### config.mk
export PLATFORM = sky130hd
export DESIGN_NAME = tlb_seq_flat
export DESIGN_NICKNAME = d
export VERILOG_FILES = /design/src/hdl/assert_macros.svh /design/src/hdl/tlb_pkg.sv /design/src/hdl/tlb_ifs.sv /design/src/hdl/tlb_seq.sv /design/src/flat_wrapper.sv
export SDC_FILE = /design/constraint.sdc
export NUM_CORES = 1
export LEC_CHECK = 0
export BUFFER_PORTS_ARGS = -buffer_cell sky130_fd_sc_hd__buf_2
export CAP_MARGIN = 20
export CORE_MARGIN = 2
export CORE_UTILIZATION = 45
export CTS_BUF_LIST = sky130_fd_sc_hd__clkbuf_4 sky130_fd_sc_hd__clkbuf_8
export DETAILED_ROUTE_END_ITERATION = 6
export PLACE_DENSITY = 0.73
export SLEW_MARGIN = 25
export SYNTH_ARGS = -nofsm -noshare
export SYNTH_HDL_FRONTEND = slang
export SYNTH_SLANG_ARGS = --single-unit
### constraint.sdc
create_clock -name clk -period 9.12 [get_ports clk]
set_input_delay 1.824 -clock clk [delete_from_list [all_inputs] [get_ports clk]]
set_output_delay 1.824 -clock clk [all_outputs]
set_load 0.005 [all_outputs]
### src/hdl/assert_macros.svh
// Assertion macros used by the top level of the triangle basis evaluator.
`ifndef ASSERT_MACROS_SVH
`define ASSERT_MACROS_SVH

// The consequent must hold in the same cycle as the antecedent.
`define ASSERT_IMPLIES(label, ante, cons) \
    label: assert property (@(posedge clk) disable iff (!rst_n) (ante) |-> (cons)) \
        else $error("same-cycle implication failed");

// The consequent must hold in the cycle after the antecedent.
`define ASSERT_NEXT(label, ante, cons) \
    label: assert property (@(posedge clk) disable iff (!rst_n) (ante) |=> (cons)) \
        else $error("next-cycle implication failed");

`endif

### src/hdl/tlb_pkg.sv
// Shared constants, types and tables of the triangle basis evaluator.
`timescale 1ns / 1ps

package tlb_pkg;

    localparam int FRAC_BITS = 16;
    localparam int CW   = FRAC_BITS + 1;   // coordinate width
    localparam int LW   = FRAC_BITS + 2;   // barycentric coordinate width, signed
    localparam int FW   = FRAC_BITS + 4;   // factor width, signed
    localparam int M1W  = FRAC_BITS + 8;   // product of two factors
    localparam int M2W  = FRAC_BITS + 12;  // product of three factors
    localparam int M3W  = FRAC_BITS + 13;  // product of four factors
    localparam int TW   = FRAC_BITS + 14;  // derivative sum
    localparam int NW   = FRAC_BITS + 16;  // rounding numerator
    localparam int UW   = NW;              // divide-by-three operand
    localparam int OW   = 24;              // output fields
    localparam int IW   = 4;               // basis index
    localparam int KW   = 3;               // order register
    localparam int HALF = 1 << (FRAC_BITS - 1);

    localparam logic [CW-1:0] ONE = {1'b1, {FRAC_BITS{1'b0}}};
    localparam logic [UW-1:0] RECIP = UW'(((64'd1 << (UW + 1)) + 64'd1) / 64'd3);

    typedef enum logic [1:0] {
        SRC_L0,
        SRC_L1,
        SRC_L2,
        SRC_PAD
    } src_t;

    typedef struct packed {
        logic [4:0] den;
        logic [2:0] shift;
        logic       div3;
    } scale_t;

    typedef struct packed {
        logic [IW-1:0] idx;
        logic [KW-1:0] k;
        logic          last;
        scale_t        sc;
    } ctl_t;

    typedef struct packed {
        logic                 valid;
        logic [IW-1:0]        idx;
        logic [KW-1:0]        k;
        logic                 last;
        logic signed [LW-1:0] lam0;
        logic signed [LW-1:0] lam1;
        logic signed [LW-1:0] lam2;
    } s0_t;

    typedef struct packed {
        logic                  valid;
        ctl_t                  ctl;
        logic signed [M3W-1:0] prod;
        logic signed [TW-1:0]  tr;
        logic signed [TW-1:0]  ts;
    } s4_t;

    // Node exponents {i0, i1, i2}, one octal digit each.
    localparam logic [8:0] NODE_TAB [0:3][0:14] = '{
        '{9'o100, 9'o010, 9'o001, 9'o000, 9'o000, 9'o000, 9'o000, 9'o000,
          9'o000, 9'o000, 9'o000, 9'o000, 9'o000, 9'o000, 9'o000},
        '{9'o200, 9'o020, 9'o002, 9'o110, 9'o011, 9'o101, 9'o000, 9'o000,
          9'o000, 9'o000, 9'o000, 9'o000, 9'o000, 9'o000, 9'o000},
        '{9'o300, 9'o030, 9'o003, 9'o210, 9'o120, 9'o021, 9'o012, 9'o102,
          9'o201, 9'o111, 9'o000, 9'o000, 9'o000, 9'o000, 9'o000},
        '{9'o400, 9'o040, 9'o004, 9'o310, 9'o220, 9'o130, 9'o031, 9'o022,
          9'o013, 9'o103, 9'o202, 9'o301, 9'o211, 9'o121, 9'o112}
    };

    function automatic logic [KW-1:0] clamp_order(input logic [KW-1:0] k);
        logic [KW-1:0] res;
        res = k;
        if (k < 3'd1)
            res = 3'd1;
        else if (k > 3'd4)
            res = 3'd4;
        return res;
    endfunction

    function automatic logic [IW-1:0] count_of(input logic [KW-1:0] k);
        logic [IW-1:0] res;
        unique case (k)
            3'd1:    res = 4'd3;
            3'd2:    res = 4'd6;
            3'd3:    res = 4'd10;
            default: res = 4'd15;
        endcase
        return res;
    endfunction

    function automatic logic [4:0] fact_of(input logic [3:0] i);
        logic [4:0] res;
        case (i)
            4'd2:    res = 5'd2;
            4'd3:    res = 5'd6;
            4'd4:    res = 5'd24;
            default: res = 5'd1;
        endcase
        return res;
    endfunction

    // Rounding divides by 2*den: a shift, times one third when den has a factor three.
    function automatic scale_t den_scale(input logic [3:0] i0, input logic [3:0] i1,
                                         input logic [3:0] i2);
        logic [14:0] d;
        scale_t res;
        d = 15'(fact_of(i0)) * 15'(fact_of(i1)) * 15'(fact_of(i2));
        res.den = d[4:0];
        case (d)
            15'd2:   begin res.shift = 3'd2; res.div3 = 1'b0; end
            15'd4:   begin res.shift = 3'd3; res.div3 = 1'b0; end
            15'd6:   begin res.shift = 3'd2; res.div3 = 1'b1; end
            15'd24:  begin res.shift = 3'd4; res.div3 = 1'b1; end
            default: begin res.shift = 3'd1; res.div3 = 1'b0; end
        endcase
        return res;
    endfunction

    function automatic logic signed [OW-1:0] sat_out(input logic signed [NW-1:0] v);
        logic signed [OW-1:0] res;
        if (v > NW'(8388607))
            res = 24'sh7FFFFF;
        else if (v < -NW'(8388608))
            res = 24'sh800000;
        else
            res = v[OW-1:0];
        return res;
    endfunction

endpackage

### src/hdl/tlb_ifs.sv
// Valid/ready channel interfaces for the point input and the basis result output.
`timescale 1ns / 1ps

interface tlb_in_if import tlb_pkg::*; ();
    logic          valid;
    logic          ready;
    logic [CW-1:0] coord_r;
    logic [CW-1:0] coord_s;

    modport source (output valid, coord_r, coord_s, input ready);
    modport sink (input valid, coord_r, coord_s, output ready);
endinterface


### src/hdl/tlb_seq.sv
// Point intake and basis sequencer: issues one basis index per cycle for each point while en is high.
`timescale 1ns / 1ps

module tlb_seq import tlb_pkg::*;
(
    input  logic          clk,
    input  logic          rst_n,
    tlb_in_if.sink        point,
    input  logic [KW-1:0] order,
    input  logic          en,
    output s0_t           s0
);

    logic                 busy_reg, busy_next;
    logic [IW-1:0]        cnt_reg, cnt_next;
    logic [KW-1:0]        k_reg;
    logic signed [LW-1:0] lam0_reg, lam1_reg, lam2_reg;
    logic                 last;
    logic                 take;
    logic [CW-1:0]        rc, sc;

    assign last = (cnt_reg == count_of(k_reg) - 4'd1);
    assign point.ready = en && (!busy_reg || last);
    assign take = point.valid && point.ready;

    assign rc = (point.coord_r > ONE) ? ONE : point.coord_r;
    assign sc = (point.coord_s > ONE) ? ONE : point.coord_s;

    always_comb
    begin
        busy_next = busy_reg;
        cnt_next  = cnt_reg;
        if (en && busy_reg)
        begin
            if (last)
                busy_next = 1'b0;
            else
                cnt_next = cnt_reg + 4'd1;
        end
        if (take)
        begin
            busy_next = 1'b1;
            cnt_next  = '0;
        end
    end

    always_ff @(posedge clk or negedge rst_n)
    begin
        if (!rst_n)
        begin
            busy_reg <= 1'b0;
            cnt_reg  <= '0;
        end
        else
        begin
            busy_reg <= busy_next;
            cnt_reg  <= cnt_next;
        end
    end

    always_ff @(posedge clk)
    begin
        if (take)
        begin
            k_reg    <= clamp_order(order);
            lam0_reg <= $signed(LW'(ONE)) - $signed(LW'(rc)) - $signed(LW'(sc));
            lam1_reg <= $signed(LW'(rc));
            lam2_reg <= $signed(LW'(sc));
        end
    end

    assign s0.valid = busy_reg;
    assign s0.idx   = cnt_reg;
    assign s0.k     = k_reg;
    assign s0.last  = last;
    assign s0.lam0  = lam0_reg;
    assign s0.lam1  = lam1_reg;
    assign s0.lam2  = lam2_reg;

endmodule

### src/flat_wrapper.sv
// flat-port wrapper written by rule: the top's interface ports become plain ports
module tlb_seq_flat import tlb_pkg::*;
  (clk, rst_n, order, en, s0, point_valid, point_coord_r, point_coord_s, point_ready);
  tlb_in_if point_i ();
  input  logic clk;
  input  logic rst_n;
  input  logic [KW-1:0] order;
  input  logic en;
  output s0_t s0;
  input wire logic [$bits(point_i.valid)-1:0] point_valid;
  input wire logic [$bits(point_i.coord_r)-1:0] point_coord_r;
  input wire logic [$bits(point_i.coord_s)-1:0] point_coord_s;
  output wire logic [$bits(point_i.ready)-1:0] point_ready;
  assign point_i.valid = point_valid;
  assign point_i.coord_r = point_coord_r;
  assign point_i.coord_s = point_coord_s;
  assign point_ready = point_i.ready;
  tlb_seq u_core (.clk(clk), .rst_n(rst_n), .point(point_i), .order(order), .en(en), .s0(s0));
endmodule
Yosys cells after proc, flatten, opt, wreduce, memory -nomap -nowiden. Cells that the tools add are included.

Flip-flop bits (word level): 60. Input bits: 41. Output and inout bits: 64. Logic and storage cells: 40.

$add $sub $neg: 4. $lt $le $gt $ge: 4. Eq/ne operators: 5. Multiplexer cells: 10. Reduce and logical (&&, ||, !) cells: 10.

Operators by type and width (count): > comparator 17 bit, second input constant (2); two-way mux 17 bit (2); subtractor 17 x 17 -> 18 bit, first input constant (1); subtractor 18 bit (1); two-way mux 4 bit (3); one-hot mux 4 bit (3 select lines) (1); == test 3 x 2 -> 1 bit, second input constant (2); adder 4 x 1 -> 4 bit, second input constant (1); == test 4 bit (1); AND reduction 2 bit (2); nonzero test 2 bit (2); subtractor 4 x 1 -> 4 bit, second input constant (1); == test 3 x 1 -> 1 bit, second input constant (1); > comparator 3 bit, second input constant (1); logical AND 1 bit (3); < comparator 3 x 1 -> 1 bit, second input constant (1); two-way mux 1 bit (3); two-way mux 3 bit (1); != test 2 bit, second input constant (1); OR reduction 2 bit (1); zero test 1 bit (1); logical OR 1 bit (1).

Longest topological paths before layout.
Depth after elaboration: 9. Depth in mapped cells: 14. Depth with buffers taken out: 14.

Worst setup path before layout. Ideal clock, no wire load.

Path kind: input to register. Start: in point_coord_s[3]. End: reg u_core.lam0_reg[17] (data pin). Library setup time: 0.271 ns. Data arrival time: 4.669 ns. Required time: 8.849 ns. Slack: 4.180 ns. Cell stages on the path: 14. Path buffers: 1. Cells stage by stage: nor4_1 nand4_1 nand2_1 clkbuf_1 nand2_1 ha_1 ha_1 fa_1 a211oi_1 o21ai_0 o221ai_1 a21oi_1 a221oi_1 xor2_1.

Word-level cells in the longest chain between the ends: 3.

RTL lines: from (decl) (line flat_wrapper.sv:12) `input wire logic [$bits(point_i.coord_s)-1:0] point_coord_s;`; > comparator 17 bit (line tlb_seq.sv:27) `assign sc = (point.coord_s > ONE) ? ONE : point.coord_s;`; two-way mux 17 bit * (line tlb_seq.sv:27); subtractor 18 bit * (line tlb_seq.sv:66) `lam0_reg <= $signed(LW'(ONE)) - $signed(LW'(rc)) - $signed(LW'(sc));`; to (signal assigned) (line tlb_seq.sv:66); to (decl) (line tlb_seq.sv:17) `logic signed [LW-1:0] lam0_reg, lam1_reg, lam2_reg;`.

Mark *: on every way between the ends. The rest lies on a longest branch, timed or not. A chain may end at the register's enable or synchronous reset.

Final worst setup path.
Start: in point_coord_r[15]. End: reg u_core.lam0_reg[17] (data pin).

Word-level cells in the longest chain between the ends: 4.

RTL lines: from (decl) (line flat_wrapper.sv:11) `input wire logic [$bits(point_i.coord_r)-1:0] point_coord_r;`; > comparator 17 bit (line tlb_seq.sv:26) `assign rc = (point.coord_r > ONE) ? ONE : point.coord_r;`; two-way mux 17 bit (line tlb_seq.sv:26); named net u_core.rc[1] (line tlb_seq.sv:20) `logic [CW-1:0] rc, sc;`; subtractor 17 x 17 -> 18 bit (line tlb_seq.sv:66); subtractor 18 bit (line tlb_seq.sv:66).

The timed path passes the listed nets, and every way through them passes these cells.

==> impl_metrics.toml <==
[run_status]
status = "complete, no violations"

[synthesis]
netlist_area_sq_um = 3280
yosysWarnings = 0
netlist_instances = 281
synthArstFlopShare = 0.0833
synth-edff-count = 55
ys_seq_area_frac = 0.541
yosysUniqueCellTypes = 50
syn_area_per_cell_sq_um = 11.7
synth_flop_cell = "edfxtp_1"
synth-seq-cells = 60

[global_routing]
antenna_found_initial = 0
grt_first_pass_wirelength_um = 11500
overflow = 0
grt_start_max_net_pins = 32
grt.total_usage = 0.199
grt_pass1_vias = 2383

[power]
internal_power_w = 0.000583
netSwitchingFraction = 0.296
clockPowerShare = 0.273
ir_worst_vdd_mv = 0.0703
leakage_nw = 1.95
switchingPower_w = 0.000245
power_density_nw_per_um2 = 204
fin_total_pwr_w = 0.000828
pwr-share-comb = 0.276
power_frac_seq = 0.451

[floorplan]
fp.dieH_um = 89.4
die_w_um = 89.4
pin_count = 105
core_area_sq_um = 7180
initial_core_util = 0.458
rows = 31
dieArea_sq_um = 8000

[timing]
hold_viol_final = 0
whs_ns = 0.570
rsz0062_at_grt = "no"
maxSlewHeadroom = 0.540
tightest_slew_ns = 0.689
finalSetupViolCount = 0
min_period_ns = 5.26
fmax_mhz = 190
tns_ns = 0
fin_crit_sh = 0.577
skew_ns = 0.00553
report.final.slew_viol_count = 0

[clock_tree]
clkLatencyLatePin_ns = 0.35
cts_tree = "yes"
root_buffer = "clkbuf_8"
cts_made_buffers = 9
post_cts_buffers = 0
clk_pin_slew_worst_paths_ns = 0.06
cts_sinks = 60
cts_hold_buf = 0
cts-resized-gates = 0
clockBufferDepth = 2
h-tree-depth = 3

[layout]
num-fill-cells = 620
final_cell_mix = "102 x buf_2, 55 x edfxtp_1, 38 x nand2_1, 37 x inv_1, 34 x ha_1"
multi_input_area_sq_um = 1330
ff_latch_area_sq_um = 1780
antenna_cells = 0
largest_register_ffs = 18
nNetsFinal = 462
finalCoreUtilization = 0.566
area_growth_pct = 23.7
drive_above_1_share = 0.318
final_common_cell = "buf_2"
postLayoutCellArea_sq_um = 4060

[setup_path]
cpPeakStageDelay_ns = 0.46
cp_common_cell = "ha_1"
r2r-start = "u_core.k_reg[1]"
required_ns = 9.20
worstPathMaxFanout = 16
crit_slowest_cell = "nand2_1"
rrSetupSlack_ns = 6.37
arrival_ns = 5.35
worst_setup_path_end_kind = "flip-flop"
setup.worst_path.start_class = "input port"
crit_start = "point_coord_r[15]"
r2r_cells = 6
critPathKind = "in -> reg"
endpoint = "u_core.lam0_reg[17]"
worstPathCellList = "buf_2, nor4_1, nand4_1, nand2_1, and2_1, ha_1, inv_1, ha_1, fa_1, a211oi_1, o21ai_0, o221ai_1, a21oi_1, a221oi_1, xor2_1"
rr_endpoint = "u_core.lam1_reg[15]"

[placement]
dpl.hpwl_um = 5830
gp_congestion = 0.851
placed_cell_area_sq_um = 3880
portBuffers = 102

[routing]
wl_per_cell_um = 15.3
wl_um = 7490
drt-initial-drc-count = 74
dr.pass1.iters = 4
drc = 0
avgViaCountPerCell = 5.13
vias = 2507
ant_nets = 0

[run]
maxCapViolCount = 0

[worst_hold_path]
min-delay-start = "u_core.busy_reg"
min-delay-path-class = "reg -> reg"
==> worst max-delay path, delay by kind of cell <==
family,cells,cell delay (ns)
adder cells (fa/ha/maj),3,0.79
AO/OA/AOI/OAI,5,1.21
XOR/XNOR,1,0.10
buffers and inverters,2,0.15
AND/OR/NAND/NOR,4,1.26
==> synth_stat cells (all sizes together), types with 2 or more instances <==
cell | n | share of area
a211oi | 3 | 0.0069
a21o | 9 | 0.021
a21oi | 12 | 0.019
a221oi | 2 | 0.0072
a22o | 2 | 0.0053
a31oi | 2 | 0.0038
and4 | 2 | 0.0053
buf | 5 | 0.011
clkbuf | 5 | 0.0057
dfrtp | 5 | 0.038
edfxtp | 55 | 0.50
ha | 34 | 0.13
inv | 37 | 0.042
nand2 | 38 | 0.043
nand2b | 3 | 0.0057
nand4 | 2 | 0.0038
nor2 | 6 | 0.0069
nor2b | 3 | 0.0057
nor4 | 8 | 0.015
o211ai | 2 | 0.0046
o21a | 3 | 0.0069
o21ai | 5 | 0.0076
xnor2 | 10 | 0.027
xor2 | 7 | 0.019
==> per-layer routing <==
metal  vias up  share of wire  global-route usage
li1       1213              -                   -
met1      1192           0.43               0.244
met2        87           0.50               0.323
met3        15          0.053              0.0489
met4         0          0.023               0.107
met5         -              0                   0
==> final cells by class <==
class	instances	area share
timing repair buffer	103	0.128
inverter	37	0.0342
multi-input combinational	175	0.326
clock buffer	11	0.0342
sequential	60	0.437
tap	99	0.0305
clock inverter	4	0.0102
==> stage by stage <==
| step | setup slack, ns | std cells |
|---|---|---|
| final | 3.86 | 489 |
| after global routing | 3.37 | 489 |
| after CTS | 3.80 | 489 |
| after detailed placement | 3.42 | 474 |
| after global placement | 3.57 | 474 |
| after floorplan | 4.18 | 282 |
==> cell families (layout without fill, tap and decap cells) <==
logic type,after synthesis,count (layout),share of synthesized area
XOR/XNOR,17,17,0.0453
buffers and inverters,47,155,0.0587
multiplexers,1,1,0.00305
AND/OR/NAND/NOR,69,69,0.101
flip-flops,60,60,0.541
AO/OA/AOI/OAI,51,51,0.114
other,1,2,0.00114
adder cells (fa/ha/maj),35,35,0.136
==> power by group through the flow <==
stage,combinational [W],clock [W],sequential [W]
CTS,0.000231,0.000232,0.000374
global route,0.000260,0.000246,0.000378
floorplan,0.000152,0,0.000379
global placement,0.000223,0,0.000379
detailed placement,0.000229,0,0.000380
finish,0.000228,0.000226,0.000374
==> worst min-delay path by stage <==
| stage | endpoint | depth (start not counted) |
|---|---|---|
| floorplan | u_core.busy_reg | 2 |
| global placement | u_core.cnt_reg[3] | 2 |
| detailed placement | u_core.cnt_reg[3] | 2 |
| CTS | u_core.cnt_reg[3] | 2 |
| global route | u_core.cnt_reg[3] | 2 |
| finish | u_core.cnt_reg[3] | 2 |
Note: power is estimated with default switching activity, not from simulation.
