## src/hdl/assert_macros.svh

```systemverilog
// Assertion macros used by the top level of the triangle basis evaluator.
`ifndef ASSERT_MACROS_SVH
`define ASSERT_MACROS_SVH

// The consequent must hold in the same cycle as the antecedent.
`define ASSERT_IMPLIES(label, ante, cons) \
    label: assert property (@(posedge clk) disable iff (!rst_n) (ante) |-> (cons)) \
        else $error("same-cycle implication failed");

// The consequent must hold in the cycle after the antecedent.
`define ASSERT_NEXT(label, ante, cons) \
    label: assert property (@(posedge clk) disable iff (!rst_n) (ante) |=> (cons)) \
        else $error("next-cycle implication failed");

`endif

```

## src/hdl/tlb_pkg.sv

```systemverilog
// Shared constants, types and tables of the triangle basis evaluator.
`timescale 1ns / 1ps

package tlb_pkg;

    localparam int FRAC_BITS = 16;
    localparam int CW   = FRAC_BITS + 1;   // coordinate width
    localparam int LW   = FRAC_BITS + 2;   // barycentric coordinate width, signed
    localparam int FW   = FRAC_BITS + 4;   // factor width, signed
    localparam int M1W  = FRAC_BITS + 8;   // product of two factors
    localparam int M2W  = FRAC_BITS + 12;  // product of three factors
    localparam int M3W  = FRAC_BITS + 13;  // product of four factors
    localparam int TW   = FRAC_BITS + 14;  // derivative sum
    localparam int NW   = FRAC_BITS + 16;  // rounding numerator
    localparam int UW   = NW;              // divide-by-three operand
    localparam int OW   = 24;              // output fields
    localparam int IW   = 4;               // basis index
    localparam int KW   = 3;               // order register
    localparam int HALF = 1 << (FRAC_BITS - 1);

    localparam logic [CW-1:0] ONE = {1'b1, {FRAC_BITS{1'b0}}};
    localparam logic [UW-1:0] RECIP = UW'(((64'd1 << (UW + 1)) + 64'd1) / 64'd3);

    typedef enum logic [1:0] {
        SRC_L0,
        SRC_L1,
        SRC_L2,
        SRC_PAD
    } src_t;

    typedef struct packed {
        logic [4:0] den;
        logic [2:0] shift;
        logic       div3;
    } scale_t;

    typedef struct packed {
        logic [IW-1:0] idx;
        logic [KW-1:0] k;
        logic          last;
        scale_t        sc;
    } ctl_t;

    typedef struct packed {
        logic                 valid;
        logic [IW-1:0]        idx;
        logic [KW-1:0]        k;
        logic                 last;
        logic signed [LW-1:0] lam0;
        logic signed [LW-1:0] lam1;
        logic signed [LW-1:0] lam2;
    } s0_t;

    typedef struct packed {
        logic                  valid;
        ctl_t                  ctl;
        logic signed [M3W-1:0] prod;
        logic signed [TW-1:0]  tr;
        logic signed [TW-1:0]  ts;
    } s4_t;

    // Node exponents {i0, i1, i2}, one octal digit each.
    localparam logic [8:0] NODE_TAB [0:3][0:14] = '{
        '{9'o100, 9'o010, 9'o001, 9'o000, 9'o000, 9'o000, 9'o000, 9'o000,
          9'o000, 9'o000, 9'o000, 9'o000, 9'o000, 9'o000, 9'o000},
        '{9'o200, 9'o020, 9'o002, 9'o110, 9'o011, 9'o101, 9'o000, 9'o000,
          9'o000, 9'o000, 9'o000, 9'o000, 9'o000, 9'o000, 9'o000},
        '{9'o300, 9'o030, 9'o003, 9'o210, 9'o120, 9'o021, 9'o012, 9'o102,
          9'o201, 9'o111, 9'o000, 9'o000, 9'o000, 9'o000, 9'o000},
        '{9'o400, 9'o040, 9'o004, 9'o310, 9'o220, 9'o130, 9'o031, 9'o022,
          9'o013, 9'o103, 9'o202, 9'o301, 9'o211, 9'o121, 9'o112}
    };

    function automatic logic [KW-1:0] clamp_order(input logic [KW-1:0] k);
        logic [KW-1:0] res;
        res = k;
        if (k < 3'd1)
            res = 3'd1;
        else if (k > 3'd4)
            res = 3'd4;
        return res;
    endfunction

    function automatic logic [IW-1:0] count_of(input logic [KW-1:0] k);
        logic [IW-1:0] res;
        unique case (k)
            3'd1:    res = 4'd3;
            3'd2:    res = 4'd6;
            3'd3:    res = 4'd10;
            default: res = 4'd15;
        endcase
        return res;
    endfunction

    function automatic logic [4:0] fact_of(input logic [3:0] i);
        logic [4:0] res;
        case (i)
            4'd2:    res = 5'd2;
            4'd3:    res = 5'd6;
            4'd4:    res = 5'd24;
            default: res = 5'd1;
        endcase
        return res;
    endfunction

    // Rounding divides by 2*den: a shift, times one third when den has a factor three.
    function automatic scale_t den_scale(input logic [3:0] i0, input logic [3:0] i1,
                                         input logic [3:0] i2);
        logic [14:0] d;
        scale_t res;
        d = 15'(fact_of(i0)) * 15'(fact_of(i1)) * 15'(fact_of(i2));
        res.den = d[4:0];
        case (d)
            15'd2:   begin res.shift = 3'd2; res.div3 = 1'b0; end
            15'd4:   begin res.shift = 3'd3; res.div3 = 1'b0; end
            15'd6:   begin res.shift = 3'd2; res.div3 = 1'b1; end
            15'd24:  begin res.shift = 3'd4; res.div3 = 1'b1; end
            default: begin res.shift = 3'd1; res.div3 = 1'b0; end
        endcase
        return res;
    endfunction

    function automatic logic signed [OW-1:0] sat_out(input logic signed [NW-1:0] v);
        logic signed [OW-1:0] res;
        if (v > NW'(8388607))
            res = 24'sh7FFFFF;
        else if (v < -NW'(8388608))
            res = 24'sh800000;
        else
            res = v[OW-1:0];
        return res;
    endfunction

endpackage

```

## src/hdl/tlb_ifs.sv

```systemverilog


interface tlb_out_if import tlb_pkg::*; ();
    logic                 valid;
    logic                 ready;
    logic [IW-1:0]        basis_index;
    logic signed [OW-1:0] basis_value;
    logic signed [OW-1:0] deriv_wrt_r;
    logic signed [OW-1:0] deriv_wrt_s;
    logic                 last_of_run;

    modport source (output valid, basis_index, basis_value, deriv_wrt_r, deriv_wrt_s,
                    last_of_run, input ready);
    modport sink (input valid, basis_index, basis_value, deriv_wrt_r, deriv_wrt_s,
                  last_of_run, output ready);
endinterface

```

## src/hdl/tlb_scale.sv

```systemverilog
// Rounded division by the factorial product, saturation and the result register.
`timescale 1ns / 1ps

module tlb_scale import tlb_pkg::*;
(
    input  logic      clk,
    input  logic      rst_n,
    input  logic      en,
    input  s4_t       s4,
    tlb_out_if.source result
);

    // Lane 0 is the value, lane 1 d/dr, lane 2 d/ds.
    logic                 s5_valid_reg;
    ctl_t                 s5_ctl_reg;
    logic signed [NW-1:0] x5_reg [3];
    logic signed [NW-1:0] x5_next [3];
    logic [UW-1:0]        u5_reg [3];
    logic [UW-1:0]        u5_next [3];
    logic                 neg5_reg [3];
    logic                 neg5_next [3];

    logic                 s6_valid_reg;
    ctl_t                 s6_ctl_reg;
    logic signed [NW-1:0] x6_reg [3];
    logic [UW-2:0]        q6_reg [3];
    logic [UW-2:0]        q6_next [3];
    logic                 neg6_reg [3];

    logic                 out_valid_reg;
    logic [IW-1:0]        idx_reg;
    logic                 last_reg;
    logic signed [OW-1:0] y_reg [3];
    logic signed [OW-1:0] y_next [3];

    always_comb
    begin
        logic signed [NW-1:0] num [3];
        logic signed [NW-1:0] dsg, ksg;
        dsg = $signed(NW'({1'b0, s4.ctl.sc.den}));
        ksg = $signed(NW'({1'b0, s4.ctl.k}));
        num[0] = (NW'(s4.prod) <<< 1) + dsg;
        num[1] = ((NW'(s4.tr) * ksg) <<< 1) + dsg;
        num[2] = ((NW'(s4.ts) * ksg) <<< 1) + dsg;
        for (int l = 0; l < 3; l++)
        begin
            x5_next[l]   = num[l] >>> s4.ctl.sc.shift;
            neg5_next[l] = x5_next[l][NW-1];
            // Floor of a negative value over three is minus the ceiling of its magnitude.
            u5_next[l]   = neg5_next[l] ? UW'(-x5_next[l] + NW'(2)) : UW'(x5_next[l]);
        end
    end

    always_comb
    begin
        logic [2*UW-1:0] pr;
        for (int l = 0; l < 3; l++)
        begin
            pr = (2*UW)'(u5_reg[l]) * (2*UW)'(RECIP);
            q6_next[l] = pr[2*UW-1:UW+1];
        end
    end

    always_comb
    begin
        logic signed [NW-1:0] qs, y;
        for (int l = 0; l < 3; l++)
        begin
            qs = $signed({1'b0, q6_reg[l]});
            if (s6_ctl_reg.sc.div3)
                y = neg6_reg[l] ? -qs : qs;
            else
                y = x6_reg[l];
            y_next[l] = sat_out(y);
        end
    end

    always_ff @(posedge clk or negedge rst_n)
    begin
        if (!rst_n)
        begin
            s5_valid_reg  <= 1'b0;
            s6_valid_reg  <= 1'b0;
            out_valid_reg <= 1'b0;
        end
        else if (en)
        begin
            s5_valid_reg  <= s4.valid;
            s6_valid_reg  <= s5_valid_reg;
            out_valid_reg <= s6_valid_reg;
        end
    end

    always_ff @(posedge clk)
    begin
        if (en)
        begin
            s5_ctl_reg <= s4.ctl;
            x5_reg     <= x5_next;
            u5_reg     <= u5_next;
            neg5_reg   <= neg5_next;

            s6_ctl_reg <= s5_ctl_reg;
            x6_reg     <= x5_reg;
            q6_reg     <= q6_next;
            neg6_reg   <= neg5_reg;

            idx_reg    <= s6_ctl_reg.idx;
            last_reg   <= s6_ctl_reg.last;
            y_reg      <= y_next;
        end
    end

    assign result.valid       = out_valid_reg;
    assign result.basis_index = idx_reg;
    assign result.last_of_run = last_reg;
    assign result.basis_value = y_reg[0];
    assign result.deriv_wrt_r = y_reg[1];
    assign result.deriv_wrt_s = y_reg[2];

endmodule

```

## src/flat_wrapper.sv

```systemverilog
// flat-port wrapper written by rule: the top's interface ports become plain ports
module tlb_scale_flat import tlb_pkg::*;
  (clk, rst_n, en, s4, result_valid, result_basis_index, result_basis_value, result_deriv_wrt_r, result_deriv_wrt_s, result_last_of_run, result_ready);
  tlb_out_if result_i ();
  input  logic clk;
  input  logic rst_n;
  input  logic en;
  input  s4_t s4;
  output wire logic [$bits(result_i.valid)-1:0] result_valid;
  output wire logic [$bits(result_i.basis_index)-1:0] result_basis_index;
  output wire logic [$bits(result_i.basis_value)-1:0] result_basis_value;
  output wire logic [$bits(result_i.deriv_wrt_r)-1:0] result_deriv_wrt_r;
  output wire logic [$bits(result_i.deriv_wrt_s)-1:0] result_deriv_wrt_s;
  output wire logic [$bits(result_i.last_of_run)-1:0] result_last_of_run;
  input wire logic [$bits(result_i.ready)-1:0] result_ready;
  assign result_valid = result_i.valid;
  assign result_basis_index = result_i.basis_index;
  assign result_basis_value = result_i.basis_value;
  assign result_deriv_wrt_r = result_i.deriv_wrt_r;
  assign result_deriv_wrt_s = result_i.deriv_wrt_s;
  assign result_last_of_run = result_i.last_of_run;
  assign result_i.ready = result_ready;
  tlb_scale u_core (.clk(clk), .rst_n(rst_n), .en(en), .s4(s4), .result(result_i));
endmodule
```

## config.mk

```make
export PLATFORM = sky130hd
export DESIGN_NAME = tlb_scale_flat
export DESIGN_NICKNAME = d
export VERILOG_FILES = /design/src/hdl/assert_macros.svh /design/src/hdl/tlb_pkg.sv /design/src/hdl/tlb_ifs.sv /design/src/hdl/tlb_scale.sv /design/src/flat_wrapper.sv
export SDC_FILE = /design/constraint.sdc
export NUM_CORES = 2
export LEC_CHECK = 0
export ABC_CLOCK_PERIOD_IN_PS = 11100
export BUFFER_PORTS_ARGS = -buffer_cell sky130_fd_sc_hd__buf_2
export CORE_MARGIN = 4
export CORE_UTILIZATION = 45
export DETAILED_ROUTE_END_ITERATION = 6
export HOLD_SLACK_MARGIN = 0.03
export MAX_ROUTING_LAYER = met4
export PLACE_DENSITY = 0.73
export SETUP_SLACK_MARGIN = 0.15
export SYNTH_ARGS = -nofsm -noshare
export SYNTH_HDL_FRONTEND = slang
export SYNTH_SLANG_ARGS = --single-unit
```

## constraint.sdc

```tcl
create_clock -name clk -period 11.1 [get_ports clk]
set_input_delay 2.22 -clock clk [delete_from_list [all_inputs] [get_ports clk]]
set_output_delay 2.22 -clock clk [all_outputs]
set_load 0.02 [all_outputs]
```

# Yosys cells after proc, flatten, opt, wreduce, memory -nomap -nowiden
# Index checks and enable logic that the tools add are counted.
# op_classes
shift,3
n_lt_le_gt_ge,6
muxes,12
add_sub_neg,12
n_mul,5
# op_table
operator,n
multiplier 32 x 32 -> 64 bit (second input constant),3
2-to-1 mux 32 bit,6
adder 32 x 3 -> 32 bit (second input constant),3
> comparator 32 x 24 -> 1 bit (second input constant),3
less-than comparator 32 x 24 -> 1 bit (second input constant),3
negation 31 -> 32 bit,3
negation 32 bit,3
>>> shifter 32 x 3 -> 32 bit,3
2-to-1 mux 31 bit,3
2-to-1 mux 24 bit,3
adder 32 x 6 -> 32 bit,2
multiplier 30 x 4 -> 31 bit,2
adder 30 x 6 -> 31 bit,1
# totals
output_inout_bits,78
input_bits,111
register_bits,479

# Logic depth before layout (Yosys ltp)
# depth
word_depth,6
mapped_depth,31
depth_no_buf,31

# Least setup slack after synthesis
# OpenSTA, ideal clock, no wires.
# synth_timing
kind,input-to-reg
from,input port s4[101] in the netlist's numbering
to,"register u_core.u5_reg[62] in the netlist's numbering, data pin"
arrival_time_ns,8.238
path_slack_ns,2.596
stages,24
path_buffers,3
cell_sequence,clkbuf_1 -> and2_1 -> ha_1 -> ha_1 -> ha_1 -> fa_1 -> a21o_1 -> a211o_1 -> a21oi_1 -> xnor2_1 -> and3_1 -> clkbuf_1 -> nand4_2 -> or4_1 -> buf_2 -> xnor2_1 -> mux2_2 -> o41a_1 -> a2111oi_1 -> and2_1 -> and3b_1 -> nor4b_2 -> a41oi_1 -> xor2_1
# synth_rtl
element,line,rtl
from (decl),flat_wrapper.sv:8,input s4_t s4;
to (signal assigned),tlb_scale.sv:100,u5_reg <= u5_next;
to (decl),tlb_scale.sv:18,logic [UW-1:0] u5_reg [3];

==> flow_metrics.py <==
metrics = {
    "clock_tree": {
        "cts_post_setup_buffers_inserted": 0,
        "cts_hold_buf": 0,
        "cts_tree": "done",
        "post_cts_resized": 0,
        "cts_root_buf": "clkbuf_16",
        "cts_max_level": 2,
        "cts.clk_slew.worst_paths_ns": 0.06,
        "cts-buffers-inserted": 51,
        "clock_latency_ns": 0.69,
        "clkSinkCount": 468,
        "clk_path_buf_depth": 3,
    },
    "layout": {
        "n_fill_cell": 16368,
        "finalNonFillerCells": 10464,
        "layout.cells.most_common": "inv_1",
        "drive_above_1_share_pct": 5.33,
        "layout.cells.most_common_list": "inv_1 (2,068), fa_1 (1,226), ha_1 (1,142), edfxtp_1 (465), nand2_1 (364)",
        "flip_flop_count_of_the_largest_register_all_copies_and_words_added": 96,
        "flow.area_growth_from_synthesis_pct": 6.36,
        "design.final.nets": 10555,
    },
    "synth": {
        "synth_seq_cells": 468,
        "cell_taking_the_most_area_after_synthesis": "fa_1",
        "post_synth.cell_area_avg_um2": 10.0,
        "area_fraction_of_the_dominant_cell_type_after_synthesis_pct": 30.7,
        "synthTopCellsByArea": "fa_1 (31%), ha_1 (18%), edfxtp_1 (17%), inv_1 (9.7%), xnor2_1 (2.1%)",
        "async_flop_share_pct": 0.641,
        "synth-warning-count": 0,
        "syn-cell-area_um2": 80000,
        "synth-seq-area-share_pct": 17.5,
        "synthesis.instances": 7990,
        "synth_enable_flop_cells": 465,
        "number_of_different_library_cells_in_the_post_synthesis_netlist": 118,
        "most_instantiated_flip_flop_cell_in_the_synthesis_netlist": "edfxtp_1",
    },
    "sta": {
        "layout_min_cycle_time_ns": 9.54,
        "rsz_0062_raised_after_global_routing": "no",
        "fin_crit_sh_pct": 86.0,
        "setup-tns-final_ns": 0,
        "timing_hold_violations_final": 0,
        "worst-slew-pin-transition_ns": 1.31,
        "drv_slew": 0,
        "max_slew_margin_pct": 12.4,
        "finClkSkew_ns": 0.0684,
        "setup_viol": 0,
        "achievable_frequency_mhz": 105,
    },
    "place": {
        "routability_congestion_estimate_from_global_placement": 1.00,
        "dp_hpwl_um": 192000,
        "port_buffers": 187,
        "placed_cells_incl_taps": 10363,
    },
    "detailed_routing": {
        "dr.pass1.iters": 7,
        "post_drt_via_cell_ratio": 5.41,
        "totalWireLength_um": 222000,
        "drt_drc_violations_left": 13,
        "drt-wirelength-per-cell_um": 21.2,
        "ant_nets": 0,
        "num_vias": 56630,
        "first_iter_violations": 4329,
    },
    "global_routing": {
        "grt-ovfl-total": 0,
        "grt_pass1_vias": 59335,
        "global_routing_usage_summed_across_all_routing_layers_pct": 24.9,
        "grt_first_pass_wirelength_um": 347000,
        "grt_start_max_net_pins": 133,
        "grt_antenna_before_repair": 9,
    },
    "die": {
        "die_w_um": 430,
        "floorplan.initialDensity_pct": 45.3,
        "die_y_um": 430,
        "core_um2": 176000,
        "design.portCount": 189,
        "fp.dieArea_um2": 185000,
        "num_rows": 154,
    },
    "worst_hold_path": {
        "hold_path_class": "flip-flop to flip-flop",
        "timing.hold.worst.start": "u_core.x5_reg[9]$_DFFE_PP_",
        "min_to": "u_core.x6_reg[9]$_DFFE_PP_",
        "hold-path-cell-count": 0,
    },
    "critical_path": {
        "worst_path_most_repeated_cell": "fa_1",
        "worst-endpoint-required_ns": 11.53,
        "critPathSlowestCell": "or4b_2",
        "critical_path_arrival_ns": 9.97,
        "worst_path_largest_cell_delay_ns": 0.69,
        "regToRegStartpoint": "u_core.u5_reg[21]$_DFFE_PP_",
        "rr_worst_depth": 28,
        "critical_path.n_buffers_inverters": 6,
        "critPathCaptureType": "flip-flop",
        "worst-path-stages": 28,
        "critPathKind": "flip-flop to flip-flop",
        "worst-path-max-fanout": 6,
        "timing.critical_path.max_delay_family": "adder cells",
        "reg2reg_to": "u_core.q6_reg[30]$_DFFE_PP_",
        "startpoint_type": "flip-flop",
        "reg2reg_slack_ns": 1.56,
    },
    "status": {
        "violated_checks": "design-rule violations",
        "outcome": "finished with violations",
    },
    "job": {
        "cap_viol_max_count": 0,
    },
}
[synth_stat cells (18+ instances only)]
cell type  instances
or2_2             19
nor4_1            32
and3_1            37
o41ai_1           18
or4_1             23
clkbuf_1         150
mux2i_1           53
a211oi_1          38
o21ai_0          319
nor3_1            81
and2_1           152
o31ai_1           43
a21oi_1          261
ha_1            1142
xnor2_1          193
or3_1             47
mux2_2            27
a21o_1            96
nand2b_1          34
edfxtp_1         465
nor2b_1           40
fa_1            1226
nand3_1           84
inv_1           2070
nand2_1          364
nor2_1           248
o21a_1            47
o211ai_1          36
a31oi_1           38
xor2_1           168
nand4_1           44
[kinds of logic (layout without fill, tap and decap cells)]
group / Yosys count / in the layout / share of synthesized area, %
AOI/OAI and AO/OA: 1155 / 1155 / 9.54
adders and majority gates: 2368 / 2368 / 48.5
and+or+nand+nor: 1281 / 1281 / 8.21
DFF: 468 / 468 / 17.5
buffers and inverters: 2256 / 2383 / 10.6
xor gates and xnor gates: 362 / 362 / 3.97
other: 1 / 8 / 0.00469
muxes: 99 / 99 / 1.55
[layer usage]
| metal | up-vias | wire (um) | track usage (%) |
|---|---|---|---|
| met1 | 28420 | 95000 | 32.8 |
| met5 | - | 0 | - |
| met3 | 309 | 12900 | 2.89 |
| met4 | 0 | 6700 | 6.66 |
| li1 | 26112 | - | - |
| met2 | 1789 | 107000 | 41.0 |
[how the worst max path moves through the flow]
stage / from / slack, ns / endpoint
4_1_cts: u_core.u5_reg[21]$_DFFE_PP_ / 1.61 / u_core.q6_reg[30]$_DFFE_PP_
3_5_place_dp: s4[100] / 1.15 / u_core.u5_reg[61]$_DFFE_PP_
3_3_place_gp: s4[100] / 1.37 / u_core.u5_reg[62]$_DFFE_PP_
2_1_floorplan: s4[101] / 2.60 / u_core.u5_reg[62]$_DFFE_PP_
5_1_grt: u_core.u5_reg[53]$_DFFE_PP_ / 1.16 / u_core.q6_reg[61]$_DFFE_PP_
6_report: u_core.u5_reg[21]$_DFFE_PP_ / 1.56 / u_core.q6_reg[30]$_DFFE_PP_
[cell type report]
| type | instances | area, um2 | share of cell area (%) |
|---|---|---|---|
| Multi-Input combinational cell | 5267 | 57500 | 67.5 |
| Sequential cell | 468 | 14000 | 16.5 |
| Inverter | 2072 | 7780 | 9.14 |
| Tap cell | 2340 | 2930 | 3.44 |
| Clock buffer | 60 | 1310 | 1.54 |
| Timing Repair Buffer | 216 | 1180 | 1.39 |
| Clock inverter | 35 | 360 | 0.423 |
| Antenna cell | 6 | 15.0 | 0.0176 |
[metrics by stage]
step	area, um2	hold WS (ns)	util [%]	setup slack, ns
after floorplan	80000	0.400	-	2.60
after global placement	83400	0.401	47.3	1.37
after detailed placement	83400	0.405	47.3	1.15
after CTS	85100	0.413	48.2	1.61
after global routing	85100	0.412	48.2	1.16
final	85100	0.412	48.2	1.56
Power is not shown: default switching activity piles up to over one toggle a cycle in this logic, so the estimate is an artifact.
